### src/design/chs_pkg.sv
package chs_pkg;

	localparam int HDR_BYTES = 8;
	localparam int CNT_W     = 3;

	typedef enum logic [1:0] {
		ST_FOUND       = 2'd0,
		ST_ZERO_SIZE   = 2'd1,
		ST_END_OF_DATA = 2'd2,
		ST_BAD_SIZE    = 2'd3
	} status_t;

	typedef enum logic [1:0] {
		REG_TARGET_ID       = 2'd0,
		REG_SIZE_MSB_FIRST  = 2'd1,
		REG_SIZE_INCL_HDR   = 2'd2,
		REG_BASE_OFFSET     = 2'd3
	} reg_idx_t;

	typedef struct packed {
		logic [31:0] target_id;
		logic        size_msb_first;
		logic        size_includes_header;
		logic [31:0] base_offset;
	} cfg_t;

	typedef struct packed {
		status_t     status;
		logic [31:0] chunk_data_offset;
		logic [31:0] chunk_length;
	} result_t;

	// reverse the byte order of a 32-bit word
	function automatic logic [31:0] swap32(input logic [31:0] v);
		return {v[7:0], v[15:8], v[23:16], v[31:24]};
	endfunction

endpackage

### src/design/chs_if.sv
interface chs_in_if;
	logic       valid;
	logic       ready;
	logic [7:0] data_byte;
	logic       last_byte;

	modport source (output valid, output data_byte, output last_byte, input ready);
	modport sink   (input valid, input data_byte, input last_byte, output ready);
endinterface

interface chs_out_if;
	logic        valid;
	logic        ready;
	logic [1:0]  status;
	logic [31:0] chunk_data_offset;
	logic [31:0] chunk_length;

	modport source (output valid, output status, output chunk_data_offset,
		output chunk_length, input ready);
	modport sink   (input valid, input status, input chunk_data_offset,
		input chunk_length, output ready);
endinterface

interface chs_cfg_if;
	logic        valid;
	logic        ready;
	logic [1:0]  index;
	logic [31:0] data;

	modport source (output valid, output index, output data, input ready);
	modport sink   (input valid, input index, input data, output ready);
endinterface

### src/design/chs_cfg_regs.sv
module chs_cfg_regs (
	input  logic          clk,
	input  logic          arst_n,
	input  logic          wr_en,
	input  logic [1:0]    wr_index,
	input  logic [31:0]   wr_data,
	output chs_pkg::cfg_t cfg
);
	import chs_pkg::*;

	cfg_t cfg_q;

	// write the addressed register
	always_ff @(posedge clk or negedge arst_n) begin
		if (!arst_n) begin
			cfg_q <= '0;
		end else if (wr_en) begin
			case (reg_idx_t'(wr_index))
				REG_TARGET_ID:      cfg_q.target_id <= wr_data;
				REG_SIZE_MSB_FIRST: cfg_q.size_msb_first <= wr_data[0];
				REG_SIZE_INCL_HDR:  cfg_q.size_includes_header <= wr_data[0];
				REG_BASE_OFFSET:    cfg_q.base_offset <= wr_data;
				default:            cfg_q <= cfg_q;
			endcase
		end
	end

	assign cfg = cfg_q;
endmodule

### src/design/chs_scan.sv
module chs_scan (
	input  logic             clk,
	input  logic             arst_n,
	input  chs_pkg::cfg_t    cfg,
	input  logic             in_valid,
	output logic             in_ready,
	input  logic [7:0]       in_byte,
	input  logic             in_last,
	input  logic             res_free,
	output logic             res_load,
	output chs_pkg::result_t res
);
	import chs_pkg::*;

	// input register
	logic             valid_s1;
	logic [7:0]       byte_s1;
	logic             last_s1;

	// scan state
	logic [CNT_W-1:0] hdr_cnt_q;
	logic [55:0]      hdr_q;
	logic [31:0]      skip_q;
	logic [31:0]      pos_q;
	logic             done_q;

	logic             fire;
	logic [CNT_W-1:0] hdr_cnt_n;
	logic [55:0]      hdr_n;
	logic [31:0]      skip_n;
	logic [31:0]      pos_n;
	logic             done_n;
	logic [63:0]      hdr_full;
	logic [31:0]      size;
	logic             have;
	status_t          status;
	logic [31:0]      offs;
	logic [31:0]      len;

	assign fire     = valid_s1 && res_free;
	assign in_ready = !valid_s1 || fire;
	assign hdr_full = {hdr_q, byte_s1};
	assign size     = cfg.size_msb_first ? hdr_full[31:0] : swap32(hdr_full[31:0]);

	// process the registered word
	always_comb begin
		hdr_cnt_n = hdr_cnt_q;
		hdr_n     = hdr_q;
		skip_n    = skip_q;
		pos_n     = pos_q;
		done_n    = done_q;
		have      = 1'b0;
		status    = ST_FOUND;
		offs      = '0;
		len       = '0;
		if (!done_q) begin
			pos_n = pos_q + 32'd1;
			if (skip_q != '0) begin
				skip_n = skip_q - 32'd1;
			end else if (hdr_cnt_q != CNT_W'(HDR_BYTES - 1)) begin
				hdr_n     = hdr_full[55:0];
				hdr_cnt_n = hdr_cnt_q + CNT_W'(1);
			end else begin
				// header complete: decide on it
				hdr_n     = '0;
				hdr_cnt_n = '0;
				if (hdr_full[63:32] == cfg.target_id) begin
					have   = 1'b1;
					status = ST_FOUND;
					offs   = cfg.base_offset + pos_n;
					len    = size;
				end else if (size == '0) begin
					have   = 1'b1;
					status = ST_ZERO_SIZE;
				end else if (cfg.size_includes_header) begin
					if (size < 32'(HDR_BYTES)) begin
						have   = 1'b1;
						status = ST_BAD_SIZE;
					end else begin
						skip_n = size - 32'(HDR_BYTES);
					end
				end else begin
					skip_n = size;
				end
			end
			if (!have && last_s1) begin
				have   = 1'b1;
				status = ST_END_OF_DATA;
			end
			if (have) begin
				done_n = 1'b1;
			end
		end
		// re-arm on the last word of a file
		if (last_s1) begin
			hdr_cnt_n = '0;
			hdr_n     = '0;
			skip_n    = '0;
			pos_n     = '0;
			done_n    = 1'b0;
		end
	end

	// hold the input word until it is processed
	always_ff @(posedge clk or negedge arst_n) begin
		if (!arst_n) begin
			valid_s1 <= 1'b0;
		end else if (in_ready) begin
			valid_s1 <= in_valid;
		end
	end

	always_ff @(posedge clk) begin
		if (in_ready && in_valid) begin
			byte_s1 <= in_byte;
			last_s1 <= in_last;
		end
	end

	// advance scan state
	always_ff @(posedge clk or negedge arst_n) begin
		if (!arst_n) begin
			hdr_cnt_q <= '0;
			skip_q    <= '0;
			pos_q     <= '0;
			done_q    <= 1'b0;
		end else if (fire) begin
			hdr_cnt_q <= hdr_cnt_n;
			skip_q    <= skip_n;
			pos_q     <= pos_n;
			done_q    <= done_n;
		end
	end

	always_ff @(posedge clk) begin
		if (fire) begin
			hdr_q <= hdr_n;
		end
	end

	assign res_load              = fire && have;
	assign res.status            = status;
	assign res.chunk_data_offset = offs;
	assign res.chunk_length      = len;
endmodule

### src/design/chs_out_reg.sv
module chs_out_reg (
	input  logic             clk,
	input  logic             arst_n,
	input  logic             load,
	input  chs_pkg::result_t res,
	output logic             free,
	output logic             out_valid,
	input  logic             out_ready,
	output chs_pkg::result_t out_res
);
	import chs_pkg::*;

	logic    valid_q;
	result_t res_q;

	assign free = !valid_q || out_ready;

	// hold the result until taken
	always_ff @(posedge clk or negedge arst_n) begin
		if (!arst_n) begin
			valid_q <= 1'b0;
		end else if (load) begin
			valid_q <= 1'b1;
		end else if (out_ready) begin
			valid_q <= 1'b0;
		end
	end

	always_ff @(posedge clk) begin
		if (load) begin
			res_q <= res;
		end
	end

	assign out_valid = valid_q;
	assign out_res   = res_q;
endmodule

### src/design/chunk_header_scanner_top.sv
// A word accepted into the input register is decided there; a result it yields is
// loaded into the output register once it is free and held until the sink takes it.
// Throughput: one word per cycle; the input register stalls only while a
// finished result waits in the output register and the sink holds ready low.
// Configuration writes are always ready.
// Reset (arst_n low, asynchronous): state registers cleared, scan armed at a header.
module chunk_header_scanner_top (
	input logic       clk,
	input logic       arst_n,
	chs_in_if.sink    byte_in,
	chs_out_if.source result_out,
	chs_cfg_if.sink   cfg
);
	import chs_pkg::*;

	cfg_t    cfg_val;
	result_t res;
	result_t out_res;
	logic    res_load;
	logic    res_free;

	assign cfg.ready = 1'b1;

	chs_cfg_regs u_cfg (
		.clk      (clk),
		.arst_n   (arst_n),
		.wr_en    (cfg.valid),
		.wr_index (cfg.index),
		.wr_data  (cfg.data),
		.cfg      (cfg_val)
	);

	chs_scan u_scan (
		.clk      (clk),
		.arst_n   (arst_n),
		.cfg      (cfg_val),
		.in_valid (byte_in.valid),
		.in_ready (byte_in.ready),
		.in_byte  (byte_in.data_byte),
		.in_last  (byte_in.last_byte),
		.res_free (res_free),
		.res_load (res_load),
		.res      (res)
	);

	chs_out_reg u_out (
		.clk       (clk),
		.arst_n    (arst_n),
		.load      (res_load),
		.res       (res),
		.free      (res_free),
		.out_valid (result_out.valid),
		.out_ready (result_out.ready),
		.out_res   (out_res)
	);

	assign result_out.status            = out_res.status;
	assign result_out.chunk_data_offset = out_res.chunk_data_offset;
	assign result_out.chunk_length      = out_res.chunk_length;
endmodule

### src/flat_wrapper.sv
// flat-port wrapper written by rule: the top's interface ports become plain ports
module chunk_header_scanner_top_flat import chs_pkg::*;
  (clk, arst_n, byte_in_valid, byte_in_data_byte, byte_in_last_byte, byte_in_ready, result_out_valid, result_out_status, result_out_chunk_data_offset, result_out_chunk_length, result_out_ready, cfg_valid, cfg_index, cfg_data, cfg_ready);
  chs_in_if byte_in_i ();
  chs_out_if result_out_i ();
  chs_cfg_if cfg_i ();
  input logic clk;
  input logic arst_n;
  input wire logic [$bits(byte_in_i.valid)-1:0] byte_in_valid;
  input wire logic [$bits(byte_in_i.data_byte)-1:0] byte_in_data_byte;
  input wire logic [$bits(byte_in_i.last_byte)-1:0] byte_in_last_byte;
  output wire logic [$bits(byte_in_i.ready)-1:0] byte_in_ready;
  output wire logic [$bits(result_out_i.valid)-1:0] result_out_valid;
  output wire logic [$bits(result_out_i.status)-1:0] result_out_status;
  output wire logic [$bits(result_out_i.chunk_data_offset)-1:0] result_out_chunk_data_offset;
  output wire logic [$bits(result_out_i.chunk_length)-1:0] result_out_chunk_length;
  input wire logic [$bits(result_out_i.ready)-1:0] result_out_ready;
  input wire logic [$bits(cfg_i.valid)-1:0] cfg_valid;
  input wire logic [$bits(cfg_i.index)-1:0] cfg_index;
  input wire logic [$bits(cfg_i.data)-1:0] cfg_data;
  output wire logic [$bits(cfg_i.ready)-1:0] cfg_ready;
  assign byte_in_i.valid = byte_in_valid;
  assign byte_in_i.data_byte = byte_in_data_byte;
  assign byte_in_i.last_byte = byte_in_last_byte;
  assign byte_in_ready = byte_in_i.ready;
  assign result_out_valid = result_out_i.valid;
  assign result_out_status = result_out_i.status;
  assign result_out_chunk_data_offset = result_out_i.chunk_data_offset;
  assign result_out_chunk_length = result_out_i.chunk_length;
  assign result_out_i.ready = result_out_ready;
  assign cfg_i.valid = cfg_valid;
  assign cfg_i.index = cfg_index;
  assign cfg_i.data = cfg_data;
  assign cfg_ready = cfg_i.ready;
  chunk_header_scanner_top u_core (.clk(clk), .arst_n(arst_n), .byte_in(byte_in_i), .result_out(result_out_i), .cfg(cfg_i));
endmodule
### config.mk
export PLATFORM = sky130hd
export DESIGN_NAME = chunk_header_scanner_top_flat
export DESIGN_NICKNAME = d
export VERILOG_FILES = /design/src/design/chs_pkg.sv /design/src/design/chs_if.sv /design/src/design/chs_cfg_regs.sv /design/src/design/chs_scan.sv /design/src/design/chs_out_reg.sv /design/src/design/chunk_header_scanner_top.sv /design/src/flat_wrapper.sv
export SDC_FILE = /design/constraint.sdc
export NUM_CORES = 1
export LEC_CHECK = 0
export ABC_AREA = 1
export CORE_ASPECT_RATIO = 0.9
export CORE_MARGIN = 8
export CORE_UTILIZATION = 24
export CTS_BUF_LIST = sky130_fd_sc_hd__clkbuf_16
export DETAILED_ROUTE_END_ITERATION = 12
export DONT_BUFFER_PORTS = 1
export PLACE_DENSITY = 0.46
export SETUP_SLACK_MARGIN = 0.3
export SLEW_MARGIN = 25
export SYNTH_ARGS = -nofsm -noshare
export SYNTH_HDL_FRONTEND = slang
export SYNTH_SLANG_ARGS = --single-unit
### constraint.sdc
create_clock -name clk -period 4.7 [get_ports clk]
set_clock_uncertainty 0.15 [all_clocks]
set_input_delay 0.94 -clock clk [delete_from_list [all_inputs] [get_ports clk]]
set_output_delay 0.94 -clock clk [all_outputs]
set_load 0.02 [all_outputs]
Word level (Yosys, flattened, before mapping)
Cells that the tools add are included.
- register bits: 267
- latch bits: 0
- RAM bits: 0
- memory bits (read-only): 0
- input bits: 48
- memories kept: 0
- $add $sub $neg: 5
- $mul: 0
- div/mod/pow operators: 0
- magnitude comparators: 1
- eq/ne operators: 11
- shifts and indexed selects: 0
- muxes and demuxes: 40
- bitwise gates (word level): 1
- reduce and logical (&&, ||, !) cells: 22
- operators with widths (kind ; count):
    32-bit 2-to-1 mux ; 11
    56-bit 2-to-1 mux ; 3
    32-bit by 1-bit adder with 32-bit output (second input constant) ; 1
    32-bit adder ; 1
    32-bit == test ; 1
    32-bit zero test ; 1
    32-bit by 4-bit less-than comparator with 1-bit output (second input constant) ; 1
    32-bit nonzero test ; 1
    32-bit by 1-bit subtractor with 32-bit output (second input constant) ; 1
    32-bit by 4-bit subtractor with 32-bit output (second input constant) ; 1
    1-bit 2-to-1 mux ; 15
    2-bit 2-to-1 mux ; 7
    3-bit 2-to-1 mux ; 4
    3-bit != test (second input constant) ; 4
    2-bit AND reduction ; 5
    6-bit AND reduction ; 1
    5-bit OR reduction ; 1
    2-bit == test (second input constant) ; 2
    1-bit logical AND ; 4
    2-bit != test (second input constant) ; 2
    4-bit != test (second input constant) ; 1
    4-bit OR reduction ; 1
    3-bit by 1-bit adder with 3-bit output (second input constant) ; 1
    1-bit zero test ; 3
    6 further kinds ; 7

Longest topological paths before layout
Gate-level depths: netlist of the first run.
- word-level depth: 16
- depth in mapped cells: 22
- mapped depth without buffers: 22

Cells and area by module
Synthesis of the first run repeated with hierarchy kept, for this count alone.
- cells, all modules: 2219
- area total of the unflattened synthesis: 16608.4 µm²
- modules (own cells, without submodules) (module ; times used ; cells each ; area an instance (µm²)):
    chs_scan ; 1 ; 1850 ; 11831.3
    chs_cfg_regs ; 1 ; 296 ; 2738.9
    chs_out_reg ; 1 ; 71 ; 2026.9
    chunk_header_scanner_top ; 1 ; 2 ; 11.3

Worst setup path after synthesis of the first run
Ideal clock, no wire load.
- path kind: register -> register
- from: register u_core.u_cfg.cfg_q (netlist bit u_core.u_cfg.cfg[33])
- to: register u_core.u_out.res_q (netlist bit u_core.u_out.out_res[0]), enable pin
- data arrival time: 3.028 ns
- data required time: 4.130 ns
- path slack: 1.101 ns
- stages on the path, launching flop included: 18
- path buffers: 4
- clock period less this slack: 3.599 ns
- path through: dfrtp_1 buf_6 inv_2 buf_6 buf_6 buf_6 nand2_1 nand2_1 nand2_1 nor2_1 nand2_1 nor2_1 o211ai_1 nand2_1 nand2_1 nand2_1 nand2_1 inv_1
- cells in the longest elaborated chain, start to end: 15
- elaborated cells on any way between the ends: 16
- ends and longest elaborated chain (what ; line ; source):
    start: declaration ; chs_cfg_regs.sv:11 ; cfg_t cfg_q;
    start signal: assignment ; chs_cfg_regs.sv:23 ; default: cfg_q <= cfg_q;
    32-bit 2-to-1 mux * ; chs_scan.sv:43 ; assign size = cfg.size_msb_first ? hdr_full[31:0] : swap32(hdr_full[31:0]);
    32-bit by 4-bit less-than comparator with 1-bit output ; chs_scan.sv:76 ; if (size < 32'(HDR_BYTES)) begin
    1-bit 2-to-1 mux ; chs_scan.sv:76 ;
    1-bit 2-to-1 mux ; chs_scan.sv:75 ; end else if (cfg.size_includes_header) begin
    1-bit 2-to-1 mux * ; chs_scan.sv:72 ; end else if (size == '0) begin
    1-bit 2-to-1 mux * ; chs_scan.sv:67 ; if (hdr_full[63:32] == cfg.target_id) begin
    1-bit 2-to-1 mux * ; chs_scan.sv:60 ; end else if (hdr_cnt_q != CNT_W'(HDR_BYTES - 1)) begin
    1-bit 2-to-1 mux * ; chs_scan.sv:58 ; if (skip_q != '0) begin
    1-bit 2-to-1 mux * ; chs_scan.sv:56 ; if (!done_q) begin
    1-bit zero test ; chs_scan.sv:86 ; if (!have && last_s1) begin
    1-bit logical AND ; chs_scan.sv:86 ;
    1-bit 2-to-1 mux * ; chs_scan.sv:86 ;
    1-bit 2-to-1 mux * (2 in a row) ; chs_scan.sv:56 ;
    1-bit logical AND * ; chs_scan.sv:141 ; assign res_load = fire && have;
    net u_core.res_load ; chunk_header_scanner_top.sv:19 ; logic res_load;
    end signal: assignment ; chs_out_reg.sv:31 ; res_q <= res;
    end: declaration ; chs_out_reg.sv:14 ; result_t res_q;
The timed path passes the listed nets; every way through them passes the cells marked *. The select of a mux whose other input is x is not followed.
A chain may end at the register's enable or synchronous reset.

Worst setup path in the final report of the first run
- from: register u_core.u_scan.pos_q[0]
- to: register u_core.u_out.res_q (netlist bit u_core.u_out.out_res[62]), data pin
- cells in the longest elaborated chain, start to end: 2
- ends and longest elaborated chain (what ; line ; source):
    start: declaration ; chs_scan.sv:24 ; logic [31:0] pos_q;
    start signal: assignment ; chs_scan.sv:130 ; pos_q <= pos_n;
    32-bit by 1-bit adder with 32-bit output ; chs_scan.sv:57 ; pos_n = pos_q + 32'd1;
    32-bit adder ; chs_scan.sv:70 ; offs = cfg.base_offset + pos_n;
Every way passes these cells.

==> results of run 1 <==
[final cells by class]
class | count | area (um2) | share of cell area
Multi-Input combinational cell | 1618 | 7530 | 0.410
Sequential cell | 267 | 7340 | 0.400
Tap cell | 874 | 1090 | 0.0596
Inverter | 298 | 1120 | 0.0610
Timing Repair Buffer | 18 | 168 | 0.00913
Clock buffer | 37 | 926 | 0.0504
Clock inverter | 26 | 176 | 0.00961
[cell usage after synthesis (all sizes together) (2+ instances only)]
| master | n | area (um2) |
|---|---|---|
| nor3b | 11 | 82.6 |
| o22ai | 16 | 100 |
| and2 | 4 | 25.0 |
| nand3 | 105 | 543 |
| or2 | 6 | 37.5 |
| nor2 | 362 | 1390 |
| o21a | 5 | 37.5 |
| buf | 23 | 184 |
| o31ai | 2 | 15.0 |
| inv | 297 | 1110 |
| clkbuf | 31 | 116 |
| nand3b | 4 | 30.0 |
| nand2 | 697 | 2630 |
| nand4 | 30 | 188 |
| xor2 | 38 | 333 |
| a21oi | 54 | 270 |
| ha | 37 | 463 |
| o211ai | 8 | 65.1 |
| o311ai | 2 | 17.5 |
| o21ai | 184 | 925 |
| edfxtp | 131 | 3930 |
| a21o | 4 | 30.0 |
| o21bai | 2 | 15.0 |
| xnor2 | 11 | 96.3 |
| dfrtp | 136 | 3400 |
| a31oi | 3 | 18.8 |
| nor3 | 24 | 135 |
[per-stage QoR]
step / power [mW] / hold slack (ns) / utilization
after global routing: 9.03 / 0.287 / 0.274
after detailed placement: 5.88 / 0.334 / 0.257
after floorplan: 5.06 / 0.307 / -
after CTS: 8.57 / 0.267 / 0.273
final: 8.46 / 0.252 / 0.274
after global placement: 5.88 / 0.321 / 0.257
[state kept, by name (all words and copies together) (netlist names)]
signal,flops
u_core.u_out.out_valid,1
u_core.u_scan.hdr_cnt_q,3
u_core.u_scan.last_s1,1
u_core.u_scan.valid_s1,1
u_core.u_scan.hdr_q,56
u_core.u_scan.skip_q,32
u_core.u_scan.pos_q,32
u_core.u_scan.byte_s1,8
u_core.u_scan.done_q,1
u_core.u_cfg.cfg,66
u_core.u_out.out_res,66
[per-layer routing]
metal / GRT usage / vias up / part of all wire
met2: 0.221 / 392 / 0.42
met1: 0.205 / 6655 / 0.49
li1: - / 7150 / -
met5: 0 / - / 0
met4: 0.0468 / 0 / 0.030
met3: 0.0259 / 83 / 0.054
[report_power, final]
part	switching [mW]	internal, mW	total, mW
Combinational	1.88	0.819	2.70
Clock	1.09	1.49	2.58
Sequential	0.358	2.82	3.18
Total	3.33	5.13	8.46
[kinds of logic after synthesis]
logic type               after synthesis  synth area share
flip-flops                           267             0.451
AO/OA/AOI/OAI                        284            0.0939
AND/OR/NAND/NOR                     1246             0.312
adder cells (fa/ha/maj)               38            0.0297
buffers and inverters                352            0.0872
other                                  1          0.000230
XOR/XNOR                              49            0.0264
[worst paths after layout]
kind,start,endpoint,slack (ns),depth (start not counted)
worst max-delay path,u_core.u_scan.pos_q[0],u_core.u_out.out_res[62],0.69,21
worst max register to register,u_core.u_scan.pos_q[0],u_core.u_out.out_res[62],0.69,21
worst min register to register,u_core.u_cfg.cfg[0],u_core.u_cfg.cfg[0],0.34,2
worst min-delay path,arst_n,u_core.u_cfg.cfg[32],0.25,1
min in group clk,byte_in_data_byte[6],u_core.u_scan.byte_s1[6],0.34,0
max in group asynchronous,arst_n,u_core.u_cfg.cfg[58],3.57,1
[worst max-delay path: stages (launching register included)]
cell and delay, ns:
dfrtp_1 0.37, ha_1 0.22, nand2_1 0.08, nor2_1 0.23
nand2_1 0.13, nor2_2 0.23, nand2_1 0.16, nor3_1 0.23
xor2_1 0.23, inv_1 0.08, ha_1 0.36, nand2_1 0.12
nor2_1 0.27, inv_1 0.12, nor2_1 0.11, nor2_1 0.04
nand2_1 0.16, nand2_1 0.10, o21ai_1 0.19, nand2_1 0.07
nand2_1 0.07, nor2_1 0.07
[repair_timing]
item / in CTS / in global routing
hold endpoints to repair: 136 / 0
endpoints found under the setup margin: 0 / 4
resized for setup: 0 / 2
hold buffers: 1 / 0
[layout by cell type (no fill, tap or decap), types with 38 or more instances in the layout]
| cell type | Yosys | layout |
|---|---|---|
| nor2_1 | 350 | 349 |
| inv_1 | 295 | 298 |
| dfrtp_1 | 136 | 135 |
| nand2_1 | 692 | 692 |
| o21ai_0 | 153 | 152 |
| xor2_1 | 38 | 38 |
| edfxtp_1 | 131 | 131 |
| nand3_1 | 103 | 101 |
| a21oi_1 | 54 | 54 |
==> key figures, run 1 <==
Placed design
  – Quantity of I/O buffers inserted on ports: 0
  – Routability Congestion: 0.906
  – Area post-placement: 17,200 um2
  – Setup WS pre-CTS: 0.548 ns
  – DP HPWL: 44,200 um
  – Placed instance count: 3,074

Drt
  – WL/cell: 18.1 um
  – DRC Markers: 0
  – Antenna-violating nets left: 0
  – Drt total wl: 56,900 um
  – DR vias/cell: 4.55
  – Pre-antenna DRT Iters: 7
  – Via Count: 14,280
  – Initial DRC count: 1,017

Power and ir drop
  – PwrDens: 461 nW/um2
  – Peak VDD IR: 0.209 mV
  – Leakage: 8.39 nW

Floorplan
  – Core area: 67,100 um2
  – DIE WIDTH: 291 um
  – Height of the die: 263 um
  – Std cell rows: 90
  – Die area: 76,400 um2
  – Initial core utilization: 0.243
  – I/O Pins: 117

STA
  – Setup ws final: 0.692 ns
  – Final hold violations: 0
  – Final setup viols: 0
  – Setup_tns: 0 ns
  – Slew margin rel.: 0.367
  – RSZ-0062 raised after global routing: no
  – Max-slew violations: 0
  – Crit path time final: 4.01 ns
  – Least-Margin Pin Slew: 0.950 ns
  – Fin crit share: 0.853
  – Max frequency: 250 MHz

Clocking
  – Post-CTS setup repair buffer count: 0
  – CTS Buf Count: 35
  – TritonCTS clock tree: yes
  – H-tree depth: 2
  – CTS sink cnt: 267
  – CTS Buffer Depth: 3
  – Clock latency on the worst-skew pair: 0.55 ns
  – Clock transition at path regs: 0.06 ns
  – Clock Tree Root: clkbuf_16

Yosys
  – Ys flop type: dfrtp_1
  – Mapped Area: 16,300 um2
  – Seq/Total Area, Yosys: 0.451
  – Post-synthesis cell type count: 49
  – Post-synth ARST share: 0.509
  – FF+latch count, synth: 267
  – Synth Area per Inst: 7.28 um2
  – Number of synthesized flops with an enable pin: 131
  – Mapped Nets: 2,323
  – Cell count after synthesis: 2,237
  – Synth Warn #: 0

Layout
  – Cell area after layout: 18,400 um2
  – ANT cells: 0
  – Final cell count without fillers: 3,138
  – P&R area growth vs syn: 12.8%
  – Final-layout fill cell count: 7,361
  – Layout Nets: 2,324
  – Share of cells above drive strength 1: 0.0490

GRT
  – Pin count of the biggest net entering global routing: 137
  – Vias in the first global route: 13,893
  – Grt ovf: 0
  – Overall routing resource usage: 0.145
  – First-pass GRT wire length: 86,700 um
  – Initial antenna violation count: 1

Outcome
  – Status: finished clean

Setup path
  – Setup crit end kind: flip-flop
  – Critical Path Fanout Max: 5
  – WP data arrival: 4.16 ns
  – WP data required: 4.85 ns
  – CP startpoint kind: flip-flop
  – Type of the worst setup path: reg2reg

Run
  – Max_cap viols: 0

Min path
  – Worst hold-check path type: in2async
Note: power is estimated with default switching activity, not from simulation.
==> inputs of run 2 (changes only) <==
- clock period: 4.7 -> 4.32 ns (I/O delays scaled with it)
==> run 2 against run 1 <==
Net effect:
- the flow now finishes with violations (negative hold slack)
- sequential share of layout area decreased by 0.20 points
- register-to-register slack got worse by 0.12 ns
- clock-buffer cell count unchanged
- die area unchanged
- setup slack got worse by 0.12 ns
- first-iteration DRC count increased by 12%
- critical path type unchanged
==> key figures, run 2 (synthesis gave the netlist of run 1 again) <==
Outcome
  – Status: finished, violations left
  – Failing checks: negative hold slack

STA
  – Final hold violations: 136 (+136)
  – Crit path time final: 3.75 ns (-0.259 ns)
  – Setup_tns: 0 ns (unchanged)
  – Slew margin rel.: 0.408 (+0.0416)
  – Setup ws final: 0.571 ns (-0.121 ns)
  – Fin crit share: 0.868 (+0.0150)
  – Least-Margin Pin Slew: 0.887 ns (-0.0633 ns)
  – Hold_ws: -0.125 ns (-0.377 ns)
  – RSZ-0062 raised after global routing: no
  – Final setup viols: 0 (unchanged)
  – Max-slew violations: 0 (unchanged)
  – Max frequency: 267 MHz (+6.9%)

Floorplan
  – DIE WIDTH: 291 um (unchanged)
  – Initial core utilization: 0.243 (unchanged)
  – Die area: 76,400 um2 (unchanged)
  – Height of the die: 263 um (unchanged)
  – Core area: 67,100 um2 (unchanged)
  – I/O Pins: 117 (unchanged)
  – Std cell rows: 90 (unchanged)

Drt
  – Initial DRC count: 1,141 (+12%)
  – Antenna-violating nets left: 0 (unchanged)
  – Drt total wl: 57,200 um (+0.48%)
  – DRC Markers: 0 (unchanged)
  – WL/cell: 18.2 um (+0.20%)
  – DR vias/cell: 4.57 (+0.50%)
  – Via Count: 14,393 (+0.79%)
  – Pre-antenna DRT Iters: 5 (-2)

Clocking
  – CTS Buffer Depth: 3 (unchanged)
  – CTS Buf Count: 36 (+2.9%)
  – TritonCTS clock tree: yes
  – Clock transition at path regs: 0.06 ns (about the same)
  – Post-CTS setup repair buffer count: 0 (unchanged)
  – H-tree depth: 2 (unchanged)
  – Clock Tree Root: clkbuf_16
  – Clock latency on the worst-skew pair: 0.56 ns (about the same)
  – CTS sink cnt: 267 (unchanged)

Power and ir drop
  – Peak VDD IR: 0.217 mV (+4.0%)
  – Tot Pwr: 9.28 mW (+9.7%)
  – PwrDens: 503 nW/um2 (+9.2%)
  – Leakage: 8.45 nW (+0.76%)
  – Part of the power in combinational logic: 0.319 (about the same)
  – Net switching power: 3.63 mW (+9.0%)
  – Clock Power Share: 0.310 (+0.004)
  – Cell Int Power: 5.65 mW (+10%)
  – Sequential share of power: 0.371 (-0.005)
  – Net Sw Frac: 0.391 (-0.00248)

Placed design
  – DP HPWL: 44,000 um (-0.46%)
  – Routability Congestion: 0.913 (+0.76%)
  – Setup WS pre-CTS: 0.330 ns (-0.218 ns)
  – Quantity of I/O buffers inserted on ports: 0 (unchanged)
  – Area post-placement: 17,300 um2 (+0.42%)

GRT
  – Initial antenna violation count: 1 (unchanged)
  – Overall routing resource usage: 0.146 (+0.00144)
  – Vias in the first global route: 13,886 (-0.050%)
  – Pin count of the biggest net entering global routing: 137 (unchanged)
  – Grt ovf: 0 (unchanged)
  – First-pass GRT wire length: 87,000 um (+0.33%)

Setup path
  – Type of the worst setup path: reg2reg
  – Launch point of the worst reg-to-reg path: u_core.u_scan.pos_q[0]
  – Worst setup endpoint: u_core.u_out.out_res[52]
  – WP data required: 4.46 ns (-0.39 ns)
  – FF-to-FF path depth: 18 (-14%)
  – CP startpoint kind: flip-flop
  – R2R setup slack: 0.57 ns (-0.12 ns)
  – Crit path from: u_core.u_scan.pos_q[0]
  – Setup crit end kind: flip-flop
  – Crit Reg-Reg Endpoint: u_core.u_out.out_res[52]
  – Critical Path Fanout Max: 5 (unchanged)
  – WP data arrival: 3.88 ns (-0.28 ns)

Layout
  – Commonest non-fill, non-tap cell in the layout: nand2_1
  – P&R area growth vs syn: 13.3%
  – ANT cells: 0 (unchanged)
  – Most frequent cells in the layout: nand2_1 (692), nor2_1 (347), inv_1 (305)
  – Cell area after layout: 18,400 um2 (+0.50%)
  – Share of cells above drive strength 1: 0.0519 (+0.00289)
  – Layout Nets: 2,332 (+0.34%)

Min path
  – Worst hold-check path type: in2async

Run
  – Max_cap viols: 0 (unchanged)
==> run 2: cell types whose count changed in the layout (fill, tap and decap cells not counted), moves of 3 or more <==
cell | previous run | this run
buf_4 | 16 | 23
inv_1 | 298 | 305
nor3_1 | 21 | 18
nor3_2 | 3 | 6
==> run 2: timing repair <==
action                                  in CTS  in global routing
endpoints found under the hold margin      136                136
endpoints found under the setup margin       0                 19
gates resized for setup                      0                 10
==> run 2: area by class of cell <==
cell class                 count  area, um2
inverter                     298       1120
fill                        7309      48700
clock inverter                28        199
timing repair buffer          25        213
sequential                   267       7340
tap                          874       1090
multi-input combinational   1618       7560
clock buffer                  37        926
==> run 2: worst max-delay path: stages (launching register included) <==
cell and delay (ns):
dfrtp_1 0.38, ha_1 0.22, nand2_1 0.10, nor2_2 0.16, nand2_1 0.13, nor2_4 0.17, nand2_1 0.13, nor3_2 0.17
xor2_1 0.20, inv_1 0.07, ha_1 0.36, nand2_1 0.14, nor2_1 0.26, inv_1 0.07, nor2_1 0.32, nand4_1 0.15
nand3_1 0.15, nand2_1 0.05, nor3b_1 0.13
==> run 2: worst min path at each step <==
stage / from / depth (start not counted) / to
after CTS: arst_n / 0 / u_core.u_scan.pos_q[17]
after global placement: u_core.u_cfg.cfg[4] / 2 / u_core.u_cfg.cfg[4]
final: arst_n / 0 / u_core.u_scan.pos_q[17]
after detailed placement: u_core.u_scan.skip_q[0] / 2 / u_core.u_scan.skip_q[0]
after floorplan: u_core.u_cfg.cfg[0] / 2 / u_core.u_cfg.cfg[0]
after global routing: arst_n / 0 / u_core.u_scan.pos_q[17]
==> run 2: metal layers <==
metal,wire length [um],track usage,share of wire
met4,1420,0.0402,0.025
met5,0,0,0
met2,24400,0.224,0.43
met3,3660,0.0322,0.064
met1,27700,0.205,0.48
==> run 2: stage by stage <==
stage / util / cells / hold WS (ns)
after global routing: 0.275 / 3147 / -0.151
after floorplan: - / 2237 / 0.307
after CTS: 0.274 / 3147 / -0.175
final: 0.275 / 3147 / -0.125
after global placement: 0.258 / 3082 / 0.321
after detailed placement: 0.258 / 3082 / 0.329
==> run 2: power groups by stage <==
stage                     logic, mW  clock network, mW  registers, mW
final                          2.96               2.87           3.45
after global routing           3.36               3.07           3.50
after CTS                      2.96               2.97           3.45
after detailed placement       2.94                  0           3.49
after global placement         2.96                  0           3.49
after floorplan                2.14                  0           3.37
==> inputs of run 3 (changes only) <==
==> constraint.sdc (replaced) <==
create_clock -name clk -period 4.32 [get_ports clk]
set_clock_uncertainty 0.15 [all_clocks]
set_input_delay 0.432 -clock clk [delete_from_list [all_inputs] [get_ports clk]]
set_output_delay 0.432 -clock clk [all_outputs]
set_load 0.02 [all_outputs]
==> run 3 against run 2 <==
Net effect:
- final cell count is 1.4% higher
- maximum frequency is 1.1% higher
- highest routed layer unchanged
- routed wire length is 0.53% higher
- power is 1.2% lower
- cell area is 2.2% higher
- critical path depth is 4 lower
- die area stayed put
- the run now ends clean
==> key figures, run 3 (synthesis gave the netlist of run 1 again) <==
Outcome
  – Status: finished clean

Layout
  – Share of cells above drive strength 1: 0.0531 (+0.00122)
  – Final cell count without fillers: 3,190 (+1.4%)
  – P&R area growth vs syn: 15.9%
  – Commonest non-fill, non-tap cell in the layout: nand2_1
  – Layout Nets: 2,376 (+1.9%)
  – Post-layout util: 0.281 (+0.00613)
  – Most frequent cells in the layout: nand2_1 (692), nor2_1 (348), inv_1 (295)

Power and ir drop
  – PwrDens: 486 nW/um2 (-3.3%)
  – Peak VDD IR: 0.339 mV (+56%)
  – Leakage: 8.59 nW (+1.6%)
  – Tot Pwr: 9.17 mW (-1.2%)

STA
  – Slew margin rel.: 0.386 (-0.0222)
  – Crit path time final: 3.71 ns (-0.0399 ns)
  – Least-Margin Pin Slew: 0.920 ns (+0.0333 ns)
  – RSZ-0062 raised after global routing: yes
  – Fin crit share: 0.859 (-0.00923)
  – Max-slew violations: 0 (unchanged)
  – Max frequency: 270 MHz (+1.1%)
  – Final setup viols: 0 (unchanged)
  – Final hold violations: 0 (-100%)
  – Setup_tns: 0 ns (unchanged)

Drt
  – Antenna-violating nets left: 0 (unchanged)
  – Initial DRC count: 1,083 (-5.1%)
  – Drt total wl: 57,500 um (+0.53%)
  – Pre-antenna DRT Iters: 5 (unchanged)
  – DR vias/cell: 4.57 (-0.13%)
  – DRC Markers: 0 (unchanged)
  – Via Count: 14,570 (+1.2%)
  – WL/cell: 18.0 um (-0.83%)

Min path
  – Hold Path Depth: 3
  – Worst hold-check path type: in2reg

Run
  – Max_cap viols: 0 (unchanged)

GRT
  – Pin count of the biggest net entering global routing: 137 (unchanged)
  – First-pass GRT wire length: 88,200 um (+1.5%)
  – Overall routing resource usage: 0.146 (about the same)
  – Initial antenna violation count: 1 (unchanged)
  – Grt ovf: 0 (unchanged)
  – Vias in the first global route: 14,260 (+2.7%)

Setup path
  – R2R setup slack: 0.61 ns (+0.04 ns)
  – FF-to-FF path depth: 14 (-4)
  – Critical Path Fanout Max: 5 (unchanged)
  – Setup crit end kind: flip-flop
  – CP startpoint kind: flip-flop
  – Type of the worst setup path: reg2reg
  – WP data required: 4.50 ns (+0.04 ns)
  – WP data arrival: 3.89 ns (about the same)

Floorplan
  – I/O Pins: 117 (unchanged)
  – Height of the die: 263 um (unchanged)
  – Initial core utilization: 0.243 (unchanged)
  – Std cell rows: 90 (unchanged)
  – Die area: 76,400 um2 (unchanged)
  – DIE WIDTH: 291 um (unchanged)
  – Core area: 67,100 um2 (unchanged)

Placed design
  – DP HPWL: 44,000 um (-0.19%)
  – Routability Congestion: 0.915 (+0.24%)
  – Placed instance count: 3,083 (+0.032%)
  – Quantity of I/O buffers inserted on ports: 0 (unchanged)

Clocking
  – TritonCTS clock tree: yes
  – CTS sink cnt: 267 (unchanged)
  – H-tree depth: 1 (-1)
  – Clock transition at path regs: 0.06 ns (about the same)
  – CTS Buf Count: 31 (-14%)
  – Clock Tree Root: clkbuf_16
  – Clock latency on the worst-skew pair: 0.60 ns (+0.04 ns)
  – CTS Buffer Depth: 3 (unchanged)
[run 3: changes by cell type in the layout (fill, tap and decap cells not counted), moves of 2 or more]
cell           change
clkinv_2           +6
clkbuf_16          -6
clkinv_1           -2
inv_6              -2
bufinv_16          +2
clkinvlp_4         +4
inv_1             -10
dlygate4sd3_1     +47
nor3_1             +2
nor3_2             -2
[run 3: what timing repair did]
action | in CTS | in global routing
endpoints found under the setup margin | 0 | 18
hold buffers | 48 | 0
buffers inserted | 0 | 0
endpoints found under the hold margin | 212 | 0
resized for setup | 0 | 8
[run 3: power breakdown]
part	internal, mW	switching (mW)
combinational	0.939	2.08
clock	1.55	1.15
sequential	3.07	0.379
total	5.56	3.61
[run 3: cell type report]
class | instances | area [um2]
Fill cell | 7318 | 48300
Clock inverter | 27 | 258
Inverter | 298 | 1120
Tap cell | 874 | 1090
Timing Repair Buffer | 74 | 718
Sequential cell | 267 | 7340
Multi-Input combinational cell | 1618 | 7550
Clock buffer | 31 | 776
Antenna cell | 1 | 2.50
[run 3: path summary, 6_finish.rpt]
check                                             from                       end
worst min-delay path                      cfg_index[0]      u_core.u_cfg.cfg[32]
worst max-delay path            u_core.u_scan.pos_q[2]  u_core.u_out.out_res[48]
worst min register to register     u_core.u_cfg.cfg[4]       u_core.u_cfg.cfg[4]
worst max register to register  u_core.u_scan.pos_q[2]  u_core.u_out.out_res[48]
min in group asynchronous                       arst_n   u_core.u_scan.pos_q[29]
max in group asynchronous                       arst_n  u_core.u_scan.skip_q[25]
[run 3: worst max-delay path, cell delays in order (launching register included)]
cell and delay, ns:
dfrtp_1 0.43, nand3_1 0.17, nor3_2 0.17, nand2_1 0.18, buf_4 0.19, xor2_1 0.16
ha_1 0.36, a21oi_1 0.21, o21ai_0 0.21, a21oi_1 0.51, inv_1 0.08, nand3_1 0.09
nand2_1 0.07, nand2_1 0.06, nor3b_1 0.43
[run 3: metal layers]
layer	track usage	up-vias	share of wire
met4	0.0338	0	0.024
met1	0.209	6849	0.48
met3	0.0260	67	0.060
li1	-	7246	-
met2	0.228	408	0.43
met5	0	-	0
[run 3: through the flow]
stage	hold slack, ns	setup WS, ns	cell area (um2)
6_report	0.0217	0.611	18900
5_1_grt	0.0243	0.252	18900
4_1_cts	0.0132	0.382	18800
3_5_place_dp	0.00642	0.406	17300
3_3_place_gp	0.00690	0.477	17300
2_1_floorplan	-0.0136	0.721	16300
